### src/hw/rtl/lrufr_pkg.sv
// Shared types and constants for the LRU frame replacer.
// Used by lrufr_list and lru_frame_replacer; depends on nothing.
package lrufr_pkg;

   // Number of buffer frames tracked by the list.
   localparam int FRAMES  = 64;
   // Field widths fixed by the event and result formats.
   localparam int MODE_W  = 2;
   localparam int FRAME_W = 6;
   localparam int COUNT_W = 7;

   // Event kinds; the code left over is treated as a no-op.
   typedef enum logic [MODE_W-1:0] {
      MODE_VICTIM = 2'd0,
      MODE_PIN    = 2'd1,
      MODE_UNPIN  = 2'd2
   } mode_type;

   // One event as held in the input register.
   typedef struct packed {
      logic [MODE_W-1:0]  mode;
      logic [FRAME_W-1:0] frame;
   } cmd_type;

   // One result as held in the output register.
   typedef struct packed {
      logic               victim_valid;
      logic [FRAME_W-1:0] victim_frame;
      logic [COUNT_W-1:0] count;
   } result_type;

endpackage

### src/hw/rtl/lrufr_list.sv
// Ordered frame list with presence flags, updated in a single pass per event.
// Depends on lrufr_pkg.
module lrufr_list (
   input  logic                  clock,
   input  logic                  reset,
   input  logic                  step,
   input  lrufr_pkg::cmd_type    cmd,
   output lrufr_pkg::result_type result
);

   localparam logic [lrufr_pkg::COUNT_W-1:0] FRAMES_C = lrufr_pkg::COUNT_W'(lrufr_pkg::FRAMES);

   // List entries, oldest at index 0; only entries below the count are meaningful.
   logic [lrufr_pkg::FRAME_W-1:0] order_ff [lrufr_pkg::FRAMES];
   logic [lrufr_pkg::FRAMES-1:0]  present_ff, present_in;
   logic [lrufr_pkg::COUNT_W-1:0] count_ff, count_in;

   logic [lrufr_pkg::FRAMES-1:0]  live, match, below, shift, wr;
   logic nonempty, full, frame_ok, hit;
   logic is_victim, is_pin, is_unpin;
   logic do_victim, do_pin, do_unpin;

   // Event decode
   always_comb begin
      is_victim = 1'b0;
      is_pin    = 1'b0;
      is_unpin  = 1'b0;
      unique case (lrufr_pkg::mode_type'(cmd.mode))
         lrufr_pkg::MODE_VICTIM: is_victim = 1'b1;
         lrufr_pkg::MODE_PIN:    is_pin    = 1'b1;
         lrufr_pkg::MODE_UNPIN:  is_unpin  = 1'b1;
         default: ;
      endcase
   end

   assign nonempty  = (count_ff != '0);
   assign full      = (count_ff == FRAMES_C);
   assign frame_ok  = (lrufr_pkg::COUNT_W'(cmd.frame) < FRAMES_C);
   assign hit       = present_ff[cmd.frame];

   assign do_victim = step && is_victim && nonempty;
   assign do_pin    = step && is_pin && frame_ok && hit;
   assign do_unpin  = step && is_unpin && frame_ok && !hit && !full;

   // Per-entry match, shift and write enables
   for (genvar i = 0; i < lrufr_pkg::FRAMES; i++) begin : g_entry
      assign live[i]  = (lrufr_pkg::COUNT_W'(i) < count_ff);
      assign match[i] = live[i] && (order_ff[i] == cmd.frame);
      // entry at or above the removed one moves down by one place
      assign below[i] = |match[i:0];
      assign shift[i] = do_victim || (do_pin && below[i]);
      assign wr[i]    = do_unpin && (lrufr_pkg::COUNT_W'(i) == count_ff);

      if (i < lrufr_pkg::FRAMES - 1) begin : g_mid
         always_ff @(posedge clock) begin
            if (shift[i]) begin
               order_ff[i] <= order_ff[i+1];
            end else if (wr[i]) begin
               order_ff[i] <= cmd.frame;
            end
         end
      end else begin : g_last
         always_ff @(posedge clock) begin
            if (wr[i]) begin
               order_ff[i] <= cmd.frame;
            end
         end
      end
   end

   // Presence flags and count
   always_comb begin
      present_in = present_ff;
      count_in   = count_ff;
      if (do_victim) begin
         present_in[order_ff[0]] = 1'b0;
         count_in = count_ff - 1'b1;
      end
      if (do_pin) begin
         present_in[cmd.frame] = 1'b0;
         count_in = count_ff - 1'b1;
      end
      if (do_unpin) begin
         present_in[cmd.frame] = 1'b1;
         count_in = count_ff + 1'b1;
      end
   end

   always_ff @(posedge clock) begin
      if (reset) begin
         present_ff <= '0;
         count_ff   <= '0;
      end else begin
         present_ff <= present_in;
         count_ff   <= count_in;
      end
   end

   // Result of this event
   assign result.victim_valid = do_victim;
   assign result.victim_frame = do_victim ? order_ff[0] : '0;
   assign result.count        = count_in;

`ifndef NO_ASSERTIONS
   a_count_range: assert property (@(posedge clock) disable iff (reset)
      count_ff <= FRAMES_C)
      else $error("list count above frame total");

   a_flags_match_count: assert property (@(posedge clock) disable iff (reset)
      lrufr_pkg::COUNT_W'($countones(present_ff)) == count_ff)
      else $error("presence flags disagree with list count");

   a_victim_was_present: assert property (@(posedge clock) disable iff (reset)
      do_victim |-> present_ff[order_ff[0]])
      else $error("evicted frame not flagged present");

   a_victim_shrinks: assert property (@(posedge clock) disable iff (reset)
      do_victim |=> count_ff == $past(count_ff) - 1'b1)
      else $error("eviction did not shrink the list");

   a_unpin_appends: assert property (@(posedge clock) disable iff (reset)
      do_unpin |=> present_ff[$past(cmd.frame)]
                   && order_ff[$past(count_ff[lrufr_pkg::COUNT_W-2:0])] == $past(cmd.frame))
      else $error("unpinned frame not appended");
`endif

endmodule

### src/hw/rtl/lru_frame_replacer.sv
// Top level of the LRU frame replacer: input register, list update, result register.
// Depends on lrufr_pkg and lrufr_list.

// Accepts one event per cycle while req_stall is low and returns one result per
// event. The input register takes the event when it is accepted and the result
// register loads when the event advances, so rsp_valid rises once the result
// register holds it. The update of the 64-entry shift-register list and its
// presence flags completes combinationally between those registers, so
// back-to-back events see each other's effects with no bubbles. Reset clears
// the flags and count; the list entries need no clearing. A stalled result holds
// the pipeline and raises req_stall only once the input register is also occupied.
module lru_frame_replacer (
   input  logic                                clock,
   input  logic                                reset,
   input  logic                                req_valid,
   output logic                                req_stall,
   input  logic [lrufr_pkg::MODE_W-1:0]        req_mode,
   input  logic [lrufr_pkg::FRAME_W-1:0]       req_frame,
   output logic                                rsp_valid,
   input  logic                                rsp_stall,
   output logic                                rsp_victim_valid,
   output logic [lrufr_pkg::FRAME_W-1:0]       rsp_victim_frame,
   output logic [lrufr_pkg::COUNT_W-1:0]       rsp_evictable_count
);

   logic                  stage_valid_ff, stage_valid_in;
   lrufr_pkg::cmd_type    stage_cmd_ff;
   logic                  rsp_valid_ff, rsp_valid_in;
   lrufr_pkg::result_type rsp_result_ff;
   lrufr_pkg::result_type list_result;
   logic                  advance;

   // Pipeline control
   assign advance   = stage_valid_ff && (!rsp_valid_ff || !rsp_stall);
   assign req_stall = stage_valid_ff && !advance;

   always_comb begin
      stage_valid_in = stage_valid_ff;
      if (!req_stall) begin
         stage_valid_in = req_valid;
      end
      rsp_valid_in = rsp_valid_ff;
      if (advance) begin
         rsp_valid_in = 1'b1;
      end else if (!rsp_stall) begin
         rsp_valid_in = 1'b0;
      end
   end

   always_ff @(posedge clock) begin
      if (reset) begin
         stage_valid_ff <= 1'b0;
         rsp_valid_ff   <= 1'b0;
      end else begin
         stage_valid_ff <= stage_valid_in;
         rsp_valid_ff   <= rsp_valid_in;
      end
   end

   // Input register
   always_ff @(posedge clock) begin
      if (req_valid && !req_stall) begin
         stage_cmd_ff.mode  <= req_mode;
         stage_cmd_ff.frame <= req_frame;
      end
   end

   lrufr_list u_list (
      .clock  (clock),
      .reset  (reset),
      .step   (advance),
      .cmd    (stage_cmd_ff),
      .result (list_result)
   );

   // Result register
   always_ff @(posedge clock) begin
      if (advance) begin
         rsp_result_ff <= list_result;
      end
   end

   assign rsp_valid           = rsp_valid_ff;
   assign rsp_victim_valid    = rsp_result_ff.victim_valid;
   assign rsp_victim_frame    = rsp_result_ff.victim_frame;
   assign rsp_evictable_count = rsp_result_ff.count;

endmodule
### config.mk
export PLATFORM = sky130hd
export DESIGN_NAME = lru_frame_replacer
export DESIGN_NICKNAME = d
export VERILOG_FILES = /design/src/hw/rtl/lrufr_pkg.sv /design/src/hw/rtl/lrufr_list.sv /design/src/hw/rtl/lru_frame_replacer.sv
export SDC_FILE = /design/constraint.sdc
export NUM_CORES = 1
export LEC_CHECK = 0
export BUFFER_PORTS_ARGS = -buffer_cell sky130_fd_sc_hd__buf_2
export CORE_ASPECT_RATIO = 1.5
export CORE_MARGIN = 2
export CORE_UTILIZATION = 50
export CTS_CLUSTER_SIZE = 10
export DETAILED_ROUTE_END_ITERATION = 12
export GPL_ROUTABILITY_DRIVEN = 0
export PLACE_DENSITY_LB_ADDON = 0.2
export SLEW_MARGIN = 30
export SYNTH_ARGS = -nofsm -noshare
export SYNTH_HDL_FRONTEND = slang
export SYNTH_SLANG_ARGS = --single-unit
### constraint.sdc
create_clock -name clock -period 4.2 [get_ports clock]
set_clock_uncertainty 0.15 [all_clocks]
set_input_delay 1.26 -clock clock [delete_from_list [all_inputs] [get_ports clock]]
set_output_delay 1.26 -clock clock [all_outputs]
set_load 0.05 [all_outputs]
==> run metrics <==
outcome finished, final reports clean; Final setup viols 0; Setup Crit Path Kind flop to flop; final worst-path cycle share 94.44%; post-CTS sizing 0; Setup WS pre-CTS 175.4 ps; Syn Nets 2416; Clk pin slew, worst setup/hold paths 60 ps; cell area after placement 29710 sq um; Post-CTS Setup Inserts 0; Root Driver clkbuf_16; CP cell instances nor2b_1, nand3_1, o2111ai_1, nor2_1, nor4_4, nand3_2, buf_12, nor4_4, a22oi_1; dominant synthesized flop cell edfxtp_1; fin nets roughly 2.5k; Pwr Total between 10 and 15 mW; worst setup path startpoint u_list.count_ff[3]; commonest cells in the netlist edfxtp_1 (406), mux2_2 (384), xnor2_1 (201); Worst IR Drop VDD 0.3158 mV; sequential cell area around 14000 sq um; Initial Utilization 50.49%; htree depth 2; footprint of the multi-input gates around 13000 sq um; Skew-Pair Late Insertion Delay 640 ps; pin count of the biggest net entering global routing 65; die area 58200 sq um; FP Rows 106; final wirelength 80570 um; initial antenna violation count 0; Post-route DRC 0; YS warnings 0; TNS Setup 0 ps; max_slew headroom 26.42%; CTS tree built; r2r endpoint u_list.order_ff[1][176]; top cell type's share of synthesized area between 40% and 50%; Worst Path Required about 4300 ps; leading area contributor after synthesis edfxtp_1; Pre-antenna DRT Iters 5; critical path fanouts, max 12; Syn Inst Count ~2.4k; I/O pins 28; max_cap viols 0; crit path to u_list.order_ff[1][176]; Worst path most repeated cell nor4_4; synthesized area 28120 sq um; fmax between 200 and 300 MHz; flops & latches, synth 479; Area Overhead vs Synth 11.10%; Post-synth EDFFs between 400 and 500; mean post-synth cell area 11.72 sq um; worst r2r src u_list.count_ff[3]; Setup WS post-layout 233.6 ps; gr ovfl total 0; first-pass GRT wire length roughly 120000 um; endpoints failing hold 0; total CTS buffers 54; Tmin final roughly 4000 ps; Final Slew Violations 0; largest cells by area after synthesis edfxtp_1 (43%), mux2_2 (15%), xnor2_1 (6.3%); clk sink count 479; reg2reg setup slack 230 ps; via count 20.09k; static leakage 10.50 nW; cell count of the worst reg-to-reg path 9; final instance area 31250 sq um; DRT iter0 DRCs 1491; CTS max path bufs 3; vias in the first global route between 20k and 25k; most frequent cell after synthesis edfxtp_1; vias per cell 6.315; RSZ-0062 raised after global routing false; port bufs 27; core region area 55700 sq um; critical path's slowest cell nor2b_1; chip height 294.5 um; CP Launch Type flop; CP peak stage delay 690 ps; post-DP HPWL between 50000 and 60000 um; Synth async-reset ratio 0%; Worst Hold Class flop to flop; n_diodes 0; Yosys cell types 81; Avg WL per Cell 25.32 um; Total GRT Usage around 28%; CP endpoint kind flop; Seq/Total Area, Yosys 48.55%; Critical Path AT 4110 ps; post-detailed-route count of antenna-violating nets 0; Fillers 4607; Power Dens Cells 330.3 nW/um^2; Tightest Pin Transition 1100 ps; Hold Buf Count CTS 0; Die Span X 197.6 um; share of layout cells above drive strength 1 27.54%
[cell families (layout without fill, tap and decap cells)]
| family | Yosys count | count (layout) | share of synthesized area, % |
|---|---|---|---|
| and+or+nand+nor | 606 | 606 | 12.56 |
| adders and majority gates | 5 | 5 | 0.2224 |
| DFF | 479 | 479 | 48.55 |
| buffers and inverters | 220 | 301 | 3.857 |
| xor gates and xnor gates | 382 | 382 | 11.90 |
| AOI/OAI and AO/OA | 316 | 316 | 7.296 |
| muxes | 391 | 391 | 15.62 |
[worst min-delay path by stage]
| stage | startpoint | end | cells after the start |
|---|---|---|---|
| floorplan | stage_cmd_ff[3] | u_list.order_ff[1][189] | 0 |
| global route | u_list.present_ff[13] | u_list.present_ff[13] | 2 |
| finish | u_list.present_ff[13] | u_list.present_ff[13] | 2 |
| detailed placement | u_list.present_ff[9] | u_list.present_ff[9] | 2 |
| CTS | u_list.present_ff[9] | u_list.present_ff[9] | 2 |
| global placement | stage_valid_ff | rsp_valid | 2 |
[layout make-up]
cell class,instances,share of cell area (%)
clock buffers,87,4.785
clock inverters,4,0.1201
inverters,15,0.1802
multi-input cells,1700,43.02
flip-flops and latches,479,43.70
well taps,702,2.811
repair buffers,195,5.390
[cells in the final DEF, fill, tap and decap left out, types with 40 or more instances in the layout]
| master | n |
|---|---|
| nor2_1 | 76 |
| o31ai_1 | 47 |
| nor3_1 | 55 |
| nand2_1 | 87 |
| buf_4 | 145 |
| xnor2_1 | 201 |
| dfxtp_1 | 73 |
| clkbuf_16 | 54 |
| o21ai_0 | 93 |
| nand3_1 | 80 |
| nand4_1 | 53 |
| edfxtp_1 | 406 |
| mux2_2 | 384 |
| nor4_1 | 40 |
| xor2_1 | 181 |
[metrics by stage]
step           util (%)  std cells  hold slack, ps
2_1_floorplan         -       2399           270.6
3_3_place_gp      53.32       3091           327.1
3_5_place_dp      53.33       3091           341.1
4_1_cts           56.08       3182           352.5
5_1_grt           56.09       3182           374.6
6_report          56.09       3182           358.3
[power by group]
group,internal [mW],total [mW],switching [mW]
combinational,0.291,0.841,0.550
sequential,5.12,5.14,0.0248
clock,2.41,4.34,1.93
total,7.82,10.3,2.50
[critical path, delay by kind of cell (launching register included)]
kind / cells / cell delay, ps
AND/OR/NAND/NOR: 6 / 2080
flip-flops: 1 / 650
AO/OA/AOI/OAI: 2 / 540
buffers and inverters: 1 / 180
[layer usage]
layer	vias up	wire length (um)	track usage, %
li1	9049	-	-
met2	777	41920	50.39
met4	0	4656	15.28
met5	-	0	0
met3	277	4414	4.085
met1	9991	29580	31.14
[sequential cells by signal, indices dropped and copies added, names as in the netlist]
register             flops
rsp_evictable_count      7
rsp_valid                1
rsp_victim_frame         6
rsp_victim_valid         1
stage_cmd_ff             8
stage_valid_ff           1
u_list.count_ff          7
u_list.order_ff        384
u_list.present_ff       64
Power figures use the tool's default switching activity.
